`config.mk`:
```
export PLATFORM = sky130hd
export DESIGN_NAME = differential_drive_speed_mixer
export DESIGN_NICKNAME = d
export VERILOG_FILES = /design/src/rtl/core/ddsm_pkg.sv /design/src/rtl/core/differential_drive_speed_mixer.sv /design/src/rtl/core/ddsm_ctrl.sv /design/src/rtl/core/ddsm_datapath.sv
export VERILOG_INCLUDE_DIRS = /design/src /design/src/rtl/core
export SDC_FILE = /design/constraint.sdc
export NUM_CORES = 2
export LEC_CHECK = 0
export BUFFER_PORTS_ARGS = -buffer_cell sky130_fd_sc_hd__buf_2
export CAP_MARGIN = 15
export CORE_UTILIZATION = 46
export DETAILED_ROUTE_END_ITERATION = 6
export GPL_TIMING_DRIVEN = 0
export PLACE_DENSITY = 0.72
export RECOVER_POWER = 25
export SYNTH_ARGS = -nofsm -noshare
export SYNTH_HDL_FRONTEND = slang
export SYNTH_SLANG_ARGS = --single-unit
export TNS_END_PERCENT = 100
```
`constraint.sdc`:
```
create_clock -name aclk -period 11 [get_ports aclk]
set_input_delay 0.55 -clock aclk [delete_from_list [all_inputs] [get_ports aclk]]
set_output_delay 0.55 -clock aclk [all_outputs]
set_load 0.03 [all_outputs]
```
`src/rtl/core/differential_drive_speed_mixer_defines.svh`:
```
// ----------------------------------------------------------------------------
// differential drive speed mixer assertion macros
// ----------------------------------------------------------------------------
`ifndef DIFFERENTIAL_DRIVE_SPEED_MIXER_DEFINES_SVH
`define DIFFERENTIAL_DRIVE_SPEED_MIXER_DEFINES_SVH

`ifndef ASSERT_OFF
`define DDSM_ASSERT(label, clk, rst_n, prop) \
    label: assert property (@(posedge clk) disable iff (!rst_n) (prop)) \
        else $error("ddsm assertion failed");
`define DDSM_ASSERT_NEXT(label, clk, rst_n, ante, cons) \
    label: assert property (@(posedge clk) disable iff (!rst_n) (ante) |=> (cons)) \
        else $error("ddsm assertion failed");
`else
`define DDSM_ASSERT(label, clk, rst_n, prop)
`define DDSM_ASSERT_NEXT(label, clk, rst_n, ante, cons)
`endif

`endif

```
`src/rtl/core/ddsm_pkg.sv`:
```
// ----------------------------------------------------------------------------
// ddsm_pkg
// Types, constants and the percent to motor byte mapping of the speed mixer.
// ----------------------------------------------------------------------------
package ddsm_pkg;

    localparam int FRACTION_BITS_DEF = 10;
    localparam int TRACK_BITS        = 10;
    localparam int SPEED_W           = 16;
    localparam int GAIN_W            = 8;
    localparam int OFFSET_W          = 7;
    localparam int TIMEOUT_W         = 16;
    localparam int AGE_W             = TIMEOUT_W + 1;
    localparam int MIX_W             = SPEED_W + TRACK_BITS + 1;
    localparam int MAG_W             = MIX_W - 1;
    localparam int PROD_W            = MAG_W + GAIN_W;
    localparam int MUL_B_W           = TRACK_BITS + 1;
    localparam int MUL_P_W           = MIX_W + MUL_B_W;
    localparam int CFG_INDEX_W       = 4;
    localparam int CFG_DATA_W        = 16;

    localparam logic [TRACK_BITS-1:0] HALF_TRACK_RESET = 10'd205;
    localparam logic [GAIN_W-1:0]     GAIN_RESET       = 8'd90;
    localparam logic [OFFSET_W-1:0]   OFFSET_RESET     = 7'd8;
    localparam logic [TIMEOUT_W-1:0]  TIMEOUT_RESET    = 16'd1000;
    localparam logic [AGE_W-1:0]      AGE_RESET        = {1'b0, TIMEOUT_RESET} + 17'd1;

    localparam int PERCENT_LIMIT = 100;

    localparam logic [7:0] PERCENT_BIAS = 8'd100;
    localparam logic [7:0] SNAP_LOW     = 8'd126;
    localparam logic [7:0] SNAP_HIGH    = 8'd130;
    localparam logic [7:0] STOP_BYTE    = 8'd128;

    localparam logic [CFG_INDEX_W-1:0] CFG_HALF_TRACK = 4'd0;
    localparam logic [CFG_INDEX_W-1:0] CFG_GAIN       = 4'd1;
    localparam logic [CFG_INDEX_W-1:0] CFG_OFFSET     = 4'd2;
    localparam logic [CFG_INDEX_W-1:0] CFG_TIMEOUT    = 4'd3;

    typedef enum logic [1:0] {
        OP_COMMAND = 2'd0,
        OP_TICK    = 2'd1,
        OP_UPDATE  = 2'd2
    } op_t;

    typedef enum logic [1:0] {
        MUL_TRACK,
        MUL_LEFT,
        MUL_RIGHT
    } mul_sel_t;

    typedef enum logic [3:0] {
        S_IDLE,
        S_DECODE,
        S_TRACK,
        S_MIX,
        S_SCALE_L,
        S_FIN_L,
        S_SCALE_R,
        S_FIN_R,
        S_GATE,
        S_EMIT
    } state_t;

    typedef struct packed {
        logic [1:0]                opcode;
        logic signed [SPEED_W-1:0] linear_speed;
        logic signed [SPEED_W-1:0] turn_rate;
        logic                      estop;
    } ddsm_in_t;

    typedef struct packed {
        logic [7:0]        left_drive;
        logic [7:0]        right_drive;
        logic signed [7:0] left_percent;
        logic signed [7:0] right_percent;
    } ddsm_out_t;

    typedef struct packed {
        logic     latch_in;
        logic     age_tick;
        logic     mul_en;
        mul_sel_t mul_sel;
        logic     mix_en;
        logic     fin_left;
        logic     fin_right;
        logic     gate_en;
        logic     out_load;
    } ctrl_cmd_t;

    typedef struct packed {
        logic [1:0] opcode;
        logic       estop;
        logic       out_free;
    } dp_status_t;

    // floor((p + 100) * 255 / 200) as floor(floor(x * 51 / 8) / 5),
    // the divide by 5 done with a reciprocal of 1639 / 2^13
    function automatic logic [7:0] percent_to_byte(logic [7:0] pct);
        logic [7:0]  x;
        logic [13:0] x51;
        logic [10:0] z;
        logic [21:0] q;
        logic [7:0]  b;
        x   = pct + PERCENT_BIAS;
        x51 = ({6'd0, x} << 5) + ({6'd0, x} << 4) + ({6'd0, x} << 1) + {6'd0, x};
        z   = x51[13:3];
        q   = {11'd0, z} * 22'd1639;
        b   = q[20:13];
        if (b inside {[SNAP_LOW:SNAP_HIGH]}) begin
            b = STOP_BYTE;
        end
        return b;
    endfunction

endpackage

```
`src/rtl/core/differential_drive_speed_mixer.sv`:
```
// ----------------------------------------------------------------------------
// differential_drive_speed_mixer
// Turns velocity commands into left and right motor drive bytes.
// ----------------------------------------------------------------------------
// Input beats (s_*) carry an opcode: a velocity command mixes forward speed
// and turn rate into stored left/right percentages, a tick ages the command,
// and a drive update returns one result beat (m_*) with the gated percents
// and their motor bytes. Commands and ticks return nothing.
// The cfg_* channel writes the four settings; it is always ready and should
// only be used while the block is idle.
// One beat is taken at a time, all work goes through a single shared
// multiplier stepped by the sequencer, which holds the input while a command
// is mixed and scaled, a tick decoded, or an update gated until m_valid.
// The result register frees the input side, so the next beat is taken while
// a result waits; if the receiver stalls, a second update waits in its last
// step until the pending beat is taken.
// Reset returns settings to defaults, clears the stored percents and marks
// the command as stale, so updates drive 128 until a command arrives.
// ----------------------------------------------------------------------------
module differential_drive_speed_mixer #(
    parameter int FRACTION_BITS = ddsm_pkg::FRACTION_BITS_DEF
) (
    input  logic                              aclk,
    input  logic                              aresetn,
    input  logic                              s_valid,
    output logic                              s_ready,
    input  ddsm_pkg::ddsm_in_t                s_data,
    output logic                              m_valid,
    input  logic                              m_ready,
    output ddsm_pkg::ddsm_out_t               m_data,
    input  logic                              cfg_valid,
    output logic                              cfg_ready,
    input  logic [ddsm_pkg::CFG_INDEX_W-1:0]  cfg_index,
    input  logic [ddsm_pkg::CFG_DATA_W-1:0]   cfg_data
);
    import ddsm_pkg::*;

    ctrl_cmd_t  cmd;
    dp_status_t status;

    assign cfg_ready = 1'b1;

    ddsm_ctrl u_ctrl (
        .aclk    (aclk),
        .aresetn (aresetn),
        .s_valid (s_valid),
        .s_ready (s_ready),
        .status  (status),
        .cmd     (cmd)
    );

    ddsm_datapath #(
        .FRACTION_BITS (FRACTION_BITS)
    ) u_datapath (
        .aclk      (aclk),
        .aresetn   (aresetn),
        .s_data    (s_data),
        .cfg_valid (cfg_valid && cfg_ready),
        .cfg_index (cfg_index),
        .cfg_data  (cfg_data),
        .cmd       (cmd),
        .status    (status),
        .m_valid   (m_valid),
        .m_ready   (m_ready),
        .m_data    (m_data)
    );

endmodule

```
`src/rtl/core/ddsm_ctrl.sv`:
```
// ----------------------------------------------------------------------------
// ddsm_ctrl
// Sequencer of the speed mixer: accepts one beat and steps the datapath.
// ----------------------------------------------------------------------------
module ddsm_ctrl (
    input  logic                   aclk,
    input  logic                   aresetn,
    input  logic                   s_valid,
    output logic                   s_ready,
    input  ddsm_pkg::dp_status_t   status,
    output ddsm_pkg::ctrl_cmd_t    cmd
);
    import ddsm_pkg::*;

    state_t state_reg;
    state_t state_next;

    always_ff @(posedge aclk) begin
        if (!aresetn) begin
            state_reg <= S_IDLE;
        end else begin
            state_reg <= state_next;
        end
    end

    always_comb begin
        state_next = state_reg;
        cmd        = '0;
        cmd.mul_sel = MUL_TRACK;
        s_ready    = 1'b0;
        case (state_reg)
            S_IDLE: begin
                s_ready = 1'b1;
                if (s_valid) begin
                    cmd.latch_in = 1'b1;
                    state_next   = S_DECODE;
                end
            end
            S_DECODE: begin
                case (status.opcode)
                    OP_COMMAND: begin
                        // a command under stop is dropped
                        state_next = status.estop ? S_IDLE : S_TRACK;
                    end
                    OP_TICK: begin
                        cmd.age_tick = 1'b1;
                        state_next   = S_IDLE;
                    end
                    OP_UPDATE: begin
                        state_next = S_GATE;
                    end
                    default: begin
                        state_next = S_IDLE;
                    end
                endcase
            end
            S_TRACK: begin
                cmd.mul_en  = 1'b1;
                cmd.mul_sel = MUL_TRACK;
                state_next  = S_MIX;
            end
            S_MIX: begin
                cmd.mix_en = 1'b1;
                state_next = S_SCALE_L;
            end
            S_SCALE_L: begin
                cmd.mul_en  = 1'b1;
                cmd.mul_sel = MUL_LEFT;
                state_next  = S_FIN_L;
            end
            S_FIN_L: begin
                cmd.fin_left = 1'b1;
                state_next   = S_SCALE_R;
            end
            S_SCALE_R: begin
                cmd.mul_en  = 1'b1;
                cmd.mul_sel = MUL_RIGHT;
                state_next  = S_FIN_R;
            end
            S_FIN_R: begin
                cmd.fin_right = 1'b1;
                state_next    = S_IDLE;
            end
            S_GATE: begin
                cmd.gate_en = 1'b1;
                state_next  = S_EMIT;
            end
            S_EMIT: begin
                if (status.out_free) begin
                    cmd.out_load = 1'b1;
                    state_next   = S_IDLE;
                end
            end
            default: begin
                state_next = S_IDLE;
            end
        endcase
    end

endmodule

```
`src/rtl/core/ddsm_datapath.sv`:
```
// ----------------------------------------------------------------------------
// ddsm_datapath
// Registers, shared multiplier, mixing, gating and output beat register.
// ----------------------------------------------------------------------------
`include "differential_drive_speed_mixer_defines.svh"

module ddsm_datapath #(
    parameter int FRACTION_BITS = ddsm_pkg::FRACTION_BITS_DEF
) (
    input  logic                                  aclk,
    input  logic                                  aresetn,
    input  ddsm_pkg::ddsm_in_t                    s_data,
    input  logic                                  cfg_valid,
    input  logic [ddsm_pkg::CFG_INDEX_W-1:0]      cfg_index,
    input  logic [ddsm_pkg::CFG_DATA_W-1:0]       cfg_data,
    input  ddsm_pkg::ctrl_cmd_t                   cmd,
    output ddsm_pkg::dp_status_t                  status,
    output logic                                  m_valid,
    input  logic                                  m_ready,
    output ddsm_pkg::ddsm_out_t                   m_data
);
    import ddsm_pkg::*;

    localparam int SHIFT   = FRACTION_BITS + TRACK_BITS;
    localparam int TOTAL_W = ((PROD_W > OFFSET_W + SHIFT) ? PROD_W : OFFSET_W + SHIFT) + 1;
    localparam int WHOLE_W = TOTAL_W - SHIFT;

    // configuration
    logic [TRACK_BITS-1:0] half_track_reg;
    logic [GAIN_W-1:0]     gain_reg;
    logic [OFFSET_W-1:0]   offset_reg;
    logic [TIMEOUT_W-1:0]  timeout_reg;

    // item and working registers
    ddsm_in_t              in_reg;
    logic [PROD_W-1:0]     prod_reg;
    logic [MAG_W-1:0]      mag_l_reg;
    logic [MAG_W-1:0]      mag_r_reg;
    logic                  neg_l_reg;
    logic                  neg_r_reg;
    logic signed [7:0]     left_reg;
    logic signed [7:0]     right_reg;
    logic [AGE_W-1:0]      age_reg;
    logic [AGE_W-1:0]      age_next;
    logic signed [7:0]     gated_l_reg;
    logic signed [7:0]     gated_r_reg;
    ddsm_out_t             out_reg;
    logic                  out_valid_reg;

    logic signed [MIX_W-1:0]   mul_a;
    logic signed [MUL_B_W-1:0] mul_b;
    logic signed [MUL_P_W-1:0] mul_p;
    logic signed [MIX_W-1:0]   v_ext;
    logic signed [MIX_W-1:0]   comp_ext;
    logic signed [MIX_W-1:0]   mix_l;
    logic signed [MIX_W-1:0]   mix_r;
    logic signed [MIX_W-1:0]   abs_l;
    logic signed [MIX_W-1:0]   abs_r;
    logic [MAG_W-1:0]          fin_mag;
    logic                      fin_neg;
    logic [TOTAL_W-1:0]        total;
    logic [WHOLE_W-1:0]        whole;
    logic [6:0]                clamped;
    logic signed [7:0]         side_pct;
    logic [AGE_W-1:0]          age_limit;
    logic                      drive_off;

    always_ff @(posedge aclk) begin
        if (!aresetn) begin
            half_track_reg <= HALF_TRACK_RESET;
            gain_reg       <= GAIN_RESET;
            offset_reg     <= OFFSET_RESET;
            timeout_reg    <= TIMEOUT_RESET;
        end else if (cfg_valid) begin
            case (cfg_index)
                CFG_HALF_TRACK: half_track_reg <= cfg_data[TRACK_BITS-1:0];
                CFG_GAIN:       gain_reg       <= cfg_data[GAIN_W-1:0];
                CFG_OFFSET:     offset_reg     <= cfg_data[OFFSET_W-1:0];
                CFG_TIMEOUT:    timeout_reg    <= cfg_data[TIMEOUT_W-1:0];
                default: begin
                end
            endcase
        end
    end

    // shared multiplier: turn rate by half track, then each side by the gain
    always_comb begin
        case (cmd.mul_sel)
            MUL_TRACK: begin
                mul_a = MIX_W'(in_reg.turn_rate);
                mul_b = {1'b0, half_track_reg};
            end
            MUL_LEFT: begin
                mul_a = {1'b0, mag_l_reg};
                mul_b = {{(MUL_B_W - GAIN_W){1'b0}}, gain_reg};
            end
            MUL_RIGHT: begin
                mul_a = {1'b0, mag_r_reg};
                mul_b = {{(MUL_B_W - GAIN_W){1'b0}}, gain_reg};
            end
            default: begin
                mul_a = '0;
                mul_b = '0;
            end
        endcase
        mul_p = mul_a * mul_b;
    end

    // mixing, the compensation term sits in the low bits of the product
    always_comb begin
        v_ext    = {in_reg.linear_speed[SPEED_W-1], in_reg.linear_speed, {TRACK_BITS{1'b0}}};
        comp_ext = {prod_reg[MAG_W-1], prod_reg[MAG_W-1:0]};
        mix_l    = v_ext - comp_ext;
        mix_r    = v_ext + comp_ext;
        abs_l    = mix_l[MIX_W-1] ? -mix_l : mix_l;
        abs_r    = mix_r[MIX_W-1] ? -mix_r : mix_r;
    end

    // scale plus start offset, truncate toward zero, clamp
    always_comb begin
        fin_mag = cmd.fin_right ? mag_r_reg : mag_l_reg;
        fin_neg = cmd.fin_right ? neg_r_reg : neg_l_reg;
        total   = TOTAL_W'(prod_reg) + (TOTAL_W'(offset_reg) << SHIFT);
        whole   = total[TOTAL_W-1:SHIFT];
        clamped = (whole > WHOLE_W'(PERCENT_LIMIT)) ? 7'(PERCENT_LIMIT) : whole[6:0];
        if (fin_mag == '0) begin
            side_pct = '0;
        end else if (fin_neg) begin
            side_pct = -$signed({1'b0, clamped});
        end else begin
            side_pct = $signed({1'b0, clamped});
        end
    end

    always_comb begin
        age_limit = {1'b0, timeout_reg} + AGE_W'(1);
        age_next  = age_reg;
        if (cmd.age_tick) begin
            age_next = (age_reg >= age_limit) ? age_limit : age_reg + AGE_W'(1);
        end
        if (cmd.fin_right) begin
            age_next = '0;
        end
        drive_off = in_reg.estop || (age_reg > {1'b0, timeout_reg});
    end

    always_ff @(posedge aclk) begin
        if (!aresetn) begin
            left_reg      <= '0;
            right_reg     <= '0;
            age_reg       <= AGE_RESET;
            out_valid_reg <= 1'b0;
        end else begin
            age_reg <= age_next;
            if (cmd.fin_left) begin
                left_reg <= side_pct;
            end
            if (cmd.fin_right) begin
                right_reg <= side_pct;
            end
            if (cmd.out_load) begin
                out_valid_reg <= 1'b1;
            end else if (m_ready) begin
                out_valid_reg <= 1'b0;
            end
        end
    end

    always_ff @(posedge aclk) begin
        if (cmd.latch_in) begin
            in_reg <= s_data;
        end
        if (cmd.mul_en) begin
            prod_reg <= mul_p[PROD_W-1:0];
        end
        if (cmd.mix_en) begin
            mag_l_reg <= abs_l[MAG_W-1:0];
            mag_r_reg <= abs_r[MAG_W-1:0];
            neg_l_reg <= mix_l[MIX_W-1];
            neg_r_reg <= mix_r[MIX_W-1];
        end
        if (cmd.gate_en) begin
            gated_l_reg <= drive_off ? 8'sd0 : left_reg;
            gated_r_reg <= drive_off ? 8'sd0 : right_reg;
        end
        if (cmd.out_load) begin
            out_reg.left_drive    <= percent_to_byte(gated_l_reg);
            out_reg.right_drive   <= percent_to_byte(gated_r_reg);
            out_reg.left_percent  <= gated_l_reg;
            out_reg.right_percent <= gated_r_reg;
        end
    end

    assign status.opcode   = in_reg.opcode;
    assign status.estop    = in_reg.estop;
    assign status.out_free = !out_valid_reg || m_ready;

    assign m_valid = out_valid_reg;
    assign m_data  = out_reg;

    `DDSM_ASSERT_NEXT(a_load_shows_beat, aclk, aresetn, cmd.out_load, out_valid_reg)
    `DDSM_ASSERT_NEXT(a_command_fresh, aclk, aresetn, cmd.fin_right, age_reg == '0)
    `DDSM_ASSERT(a_left_in_range, aclk, aresetn, (left_reg >= -8'sd100) && (left_reg <= 8'sd100))
    `DDSM_ASSERT_NEXT(a_stop_zeroes, aclk, aresetn, cmd.gate_en && in_reg.estop, (gated_l_reg == '0) && (gated_r_reg == '0))

endmodule

```
After elaboration in Yosys (flattened, before gate mapping)
Index checks and enable logic that the tools add are counted.
{"block": "totals", "ff_bits": 250, "input_bits": 60, "output_inout_bits": 35, "wordCells": 120}
{"block": "op_classes", "add_sub_neg": 16, "multipliers": 3, "n_lt_le_gt_ge": 7, "eq_ne": 18, "mux": 31, "n_bitwise": 1, "reduce_logical": 19}
{"operator": "$pmux 27 s3", "count": 1}
{"operator": "$mux 26", "count": 3}
{"operator": "$neg 26->26", "count": 2}
{"operator": "$mul 11x11->21 const B", "count": 2}
{"operator": "$pmux 4 s9", "count": 1}
{"operator": "$add 34x27->35", "count": 1}
{"operator": "$mul 27x11->34", "count": 1}
{"operator": "$add 13x12->14", "count": 2}
{"operator": "$add 14x8->14", "count": 2}
{"operator": "$add 14x9->14", "count": 2}
{"operator": "$add 26x26->27", "count": 1}
{"operator": "$sub 26x26->27", "count": 1}
{"operator": "$logic_not 26->1", "count": 1}
{"operator": "$mux 10", "count": 2}
{"operator": "$pmux 10 s2", "count": 1}
{"operator": "$add 16x1->17 const B", "count": 1}
{"operator": "$add 17x1->17 const B", "count": 1}
{"operator": "$ge 17x17->1", "count": 1}
{"operator": "$gt 17x16->1", "count": 1}
{"operator": "$mux 17", "count": 1}
{"operator": "$add 8x7->8 const B", "count": 2}
{"operator": "$eq 4x2->1 const B", "count": 4}
{"operator": "$eq 4x3->1 const B", "count": 4}
{"operator": "$ge 8x7->1 const B", "count": 2}
{"operator": "other kinds (24)", "count": 55}

Logic depth before layout (Yosys ltp)
{"block": "depth", "ltp_word": 7, "ltp_mapped": 35, "mapped_depth_nobuf": 35}

Modules after synthesis
Synthesis repeated with hierarchy kept, for this count alone.
{"block": "unflattened", "cells_unflattened": 3071, "area_unflattened_um2": 28635.0}
{"mod": "ddsm_datapath", "instances": 1, "cells_per_inst": 3028, "area_each_um2": 28300.9, "seq_area_each_um2": 6606.3}
{"mod": "ddsm_ctrl", "instances": 1, "cells_per_inst": 41, "area_each_um2": 322.8, "seq_area_each_um2": 80.1}
{"mod": "differential_drive_speed_mixer", "instances": 1, "cells_per_inst": 2, "area_each_um2": 11.3, "seq_area_each_um2": 0.0}

Worst setup path after synthesis
Ideal clock, no wire load.
{"block": "synth_timing", "kind": "flip-flop to flip-flop", "startpoint": "register u_datapath.gated_l_reg[2]", "endpoint": "register u_datapath.out_reg, in the netlist u_datapath.m_data[24] (data pin)", "setup_time_ns": 0.255, "arrival_time_ns": 8.268, "t_required_ns": 10.745, "setup_slack_ns": 2.477, "path_stages_with_launch": 33, "n_path_buf": 0, "period_less_slack_ns": 8.523, "cell_sequence": "edfxtp_1 -> ha_1 -> xnor2_1 -> inv_1 -> fa_1 -> fa_1 -> ha_1 -> a21o_1 -> a21oi_1 -> o21bai_1 -> a21oi_1 -> nor2b_1 -> o21a_1 -> o21ai_0 -> nand2b_1 -> a21oi_1 -> xor2_1 -> ha_1 -> fa_1 -> inv_1 -> fa_1 -> fa_1 -> inv_1 -> ha_1 -> and3_1 -> o221a_2 -> nand3b_1 -> and3_1 -> or4_1 -> o41ai_1 -> nor3_1 -> a221o_1 -> and3_1"}
{"block": "synth_between", "elab_chain_cells": 7, "elab_cells_between_ends": 8, "classes_between": "add/sub (4); mul (1); order compare (2); reduce/logical (1)"}
{"item": "start, declared", "line_no": "ddsm_datapath.sv:45", "source": "logic signed [7:0] gated_l_reg;"}
{"item": "start signal, assigned", "line_no": "ddsm_datapath.sv:183", "source": "gated_l_reg <= drive_off ? 8'sd0 : left_reg;"}
{"item": "$add 8x7->8 *", "line_no": "ddsm_pkg.sv:105", "source": "x = pct + PERCENT_BIAS;"}
{"item": "$add 13x12->14", "line_no": "ddsm_pkg.sv:106", "source": "x51 = ({6'd0, x} << 5) + ({6'd0, x} << 4) + ({6'd0, x} << 1) + {6'd0, x};"}
{"item": "$add 14x9->14", "line_no": "ddsm_pkg.sv:106"}
{"item": "$add 14x8->14 *", "line_no": "ddsm_pkg.sv:106"}
{"item": "$mul 11x11->21 *", "line_no": "ddsm_pkg.sv:108", "source": "q = {11'd0, z} * 22'd1639;"}
{"item": "$ge 8x7->1 / $le 8x8->1 (equally long branches)", "line_no": "ddsm_pkg.sv:110", "source": "if (b inside {[SNAP_LOW:SNAP_HIGH]}) begin"}
{"item": "$logic_and 1x1->1", "line_no": "ddsm_pkg.sv:110"}
{"item": "end, declared", "line_no": "ddsm_datapath.sv:47", "source": "ddsm_out_t out_reg;"}
Every way passes the cells marked *; elsewhere a longest branch is shown, timed or not.
A chain may end at the register's enable or synchronous reset.

Worst setup path in the final report
Ends and elaborated chain as after synthesis.

==> results_dict.tcl <==
set metrics [dict create \
    die_height_um 252 \
    cp-start-kind "flip-flop" \
    io_buffers 92 \
    drive_gt1_share_pct 5.15 \
    die-area_um2 63600 \
    grt_usage_pct 22.9 \
    intPower_mw 4.87 \
    post_cts_buffers 0 \
    chipWidth_um 252 \
    finalSetupViolCount 0 \
    peakVddDrop_mv 0.518 \
    synthToLayoutAreaGrowth_pct 8.95 \
    p_comb_share_pct 74.3 \
    async_flop_share_pct 0 \
    fillers 5668 \
    critPathArrivalTime_ps 9760 \
    antenna_left 0 \
    synthFlopType "edfxtp_1" \
    clock_latency_ps 570 \
    slew_violations 0 \
    rows 91 \
    whs_endpoint "u_datapath.in_reg[19]" \
    syn_nets 3776 \
    core_um2 61700 \
    wire_per_inst_um 17.4 \
    ctsResizeCount 0 \
    globalRouteMet1Util_pct 29.3 \
    finalWorstSetupSlack_ps 1540 \
    cts_buffers 28 \
    outcome "finished clean" \
    largest_reg_flops 34 \
    yosys.cell_types.count 96 \
    clk_pin_slew_worst_paths_ps 70 \
    leakage_nw 14.0 \
    root_buffer "clkbuf_16" \
    r2r_setup_slack_ps 1540 \
    dr.pass1.iters 6 \
    nets 3902 \
    timing.rr.end "u_datapath.m_data[24]" \
    netSwitchingFraction_pct 47.9 \
    cts_tree "built" \
    ios 95 \
    grtUsageMet3_pct 2.51 \
    postCtsHoldBufs 0 \
    min_path_cells 1 \
    drc 0 \
    max_freq_mhz 106 \
    fin_setup_tns_ps 0 \
    ys_seq_elements 249 \
    worst_path_most_repeated_cell "fa_1" \
    finClkSkew_ps 16.7 \
    cts.sinks 249 \
    drt_wl_total_um 71200 \
    drt_iter0_markers 1604 \
    top_usage_layer "met2" \
    syn_avg_cell_area_um2 9.30 \
    syn-cell-area_um2 28800 \
    relSlewSlack_pct 27.4 \
    crit_slowest_cell "or4_1" \
    pwr-share-clk_pct 11.1 \
    h-tree-depth 1 \
    crit_required_ps 11310 \
    min_path_type "in2reg" \
    tightest_slew_ps 1090 \
    power.density_nw_per_um2 298 \
    cts_buffer_depth 3 \
    grt_antenna_before_repair 3 \
    globalRoute.totalOverflow 0 \
    initial_core_util_pct 46.6 \
    period_needed_ps 9460 \
    via_per_inst 5.44 \
    max_cap_viol_count 0 \
    use_met2_pct 40.1 \
    post-route-util_pct 50.8 \
    pwr-share-seq_pct 14.6 \
    rsz0062_at_grt "false" \
    grt_pass1_wl_um 116000 \
    grt_pass1_vias 22328 \
    ff2ff_path_depth 32 \
    grt_max_degree 36 \
    slowest_delay_ps 580 \
    worst_hold_startpoint "s_data[19]" \
    post-route-period-util_pct 86.0 \
    routed-via-count 22212 \
    ys_seq_area_share_pct 23.2 \
    hpwl_um 59300 \
    end_kind "flip-flop" \
    ys_warn_count 0 \
    critPathKind "reg2reg" \
    rr_startpoint "u_datapath.gated_l_reg[2]" \
    gp_congestion 0.942 \
    synthCells 3094 \
    dp_slack_ps 1530 \
    hold_viol 0 \
    cp_max_fo 6 \
    switching_power_mw 4.47 \
    synth_edf_count 170 \
]
## worst max-delay path by stage
stage,startpoint,cells past startpoint,slack (ps),endpoint
3_5_place_dp,u_datapath.gated_l_reg[2],32,1530,u_datapath.m_data[24]
6_report,u_datapath.gated_l_reg[2],32,1540,u_datapath.m_data[24]
3_3_place_gp,u_datapath.gated_l_reg[2],32,1630,u_datapath.m_data[28]
5_1_grt,u_datapath.gated_l_reg[2],32,970,u_datapath.m_data[27]
4_1_cts,u_datapath.gated_l_reg[2],32,1500,u_datapath.m_data[24]
2_1_floorplan,u_datapath.gated_l_reg[2],32,2480,u_datapath.m_data[24]
## Yosys cell counts, types with 24 or more instances
| cell type | n | area [um^2] |
|---|---|---|
| nor3_1 | 58 | 290 |
| nand2b_1 | 30 | 188 |
| ha_1 | 326 | 4080 |
| xnor2_1 | 153 | 1340 |
| dfxtp_1 | 79 | 1580 |
| a21oi_1 | 95 | 475 |
| a31oi_1 | 25 | 156 |
| xor2_1 | 54 | 473 |
| nor2b_1 | 44 | 275 |
| nor2_1 | 285 | 1070 |
| mux2i_1 | 35 | 350 |
| o21ai_0 | 90 | 450 |
| clkbuf_1 | 81 | 304 |
| a22oi_1 | 25 | 188 |
| and3_1 | 26 | 163 |
| edfxtp_1 | 170 | 5100 |
| inv_1 | 462 | 1730 |
| and2_1 | 41 | 257 |
| fa_1 | 296 | 5930 |
| nand2_1 | 282 | 1060 |
| a21o_1 | 36 | 270 |
| nand3_1 | 67 | 335 |
| o211ai_1 | 24 | 180 |
## cells by family (layout without fill, tap and decap cells)
| family | count (synthesis) | count (layout) | synth area share [%] |
|---|---|---|---|
| AO/OA/AOI/OAI | 462 | 462 | 11.1 |
| XOR/XNOR | 207 | 207 | 6.30 |
| adder cells (fa/ha/maj) | 622 | 622 | 34.8 |
| buffers and inverters | 565 | 713 | 7.68 |
| flip-flops | 249 | 249 | 23.2 |
| multiplexers | 36 | 36 | 1.26 |
| other | 1 | 2 | 0.0130 |
| AND/OR/NAND/NOR | 952 | 952 | 15.7 |
## critical path: cells and delay by family, from the launching register on
kind | cells | cell delay [ps]
adders and majority gates | 8 | 3480
buffers and inverters | 3 | 250
DFF | 1 | 500
AOI/OAI and AO/OA | 11 | 2330
and+or+nand+nor | 8 | 1720
xor gates and xnor gates | 2 | 910
## metal layers
layer,wire (um),vias up,part of all wire (%)
li1,-,10623,-
met1,30200,10767,42
met2,34700,686,49
met3,3580,136,5.0
met4,2630,0,3.7
met5,0,-,0
## area by class of cell
| class | instances | area (um^2) | share of cell area (%) |
|---|---|---|---|
| Tap cell | 837 | 1050 | 3.34 |
| Inverter | 464 | 1740 | 5.56 |
| Clock inverter | 13 | 164 | 0.523 |
| Multi-Input combinational cell | 2280 | 19900 | 63.5 |
| Clock buffer | 39 | 858 | 2.74 |
| Sequential cell | 249 | 6690 | 21.3 |
| Timing Repair Buffer | 96 | 475 | 1.52 |
| Antenna cell | 1 | 2.50 | 0.00798 |
| Buffer | 101 | 468 | 1.49 |
## cells in the final DEF, fill, tap and decap left out, types with 24 or more instances in the layout
cell       instances
and3_1            26
nor2_1           283
and2_1            40
mux2i_1           35
nand3_1           67
dfxtp_1           79
inv_1            462
a21oi_1           95
xnor2_1          153
nor3_1            58
nand2_1          282
a31oi_1           25
edfxtp_1         170
xor2_1            54
a22oi_1           25
o211ai_1          24
o21ai_0           90
nor2b_1           44
fa_1             296
clkbuf_1         122
ha_1             326
buf_2             60
nand2b_1          30
clkbuf_16         33
a21o_1            36
## metrics by stage
stage	power (mW)	hold slack, ps	cell area (um^2)	instances
after floorplan	6.72	435	28800	3094
after detailed placement	8.31	457	30400	4026
after CTS	9.42	134	31400	4078
after global routing	10.4	141	31400	4079
final	9.35	155	31400	4080
after global placement	8.20	451	30300	4023
## power groups by stage
| stage | combinational (mW) | clock [mW] | sequential (mW) |
|---|---|---|---|
| after floorplan | 5.35 | 0 | 1.37 |
| after global placement | 6.82 | 0 | 1.38 |
| after detailed placement | 6.93 | 0 | 1.38 |
| after CTS | 7.01 | 1.05 | 1.36 |
| after global routing | 7.99 | 1.09 | 1.37 |
| final | 6.95 | 1.04 | 1.36 |
Power figures use the tool's default switching activity.
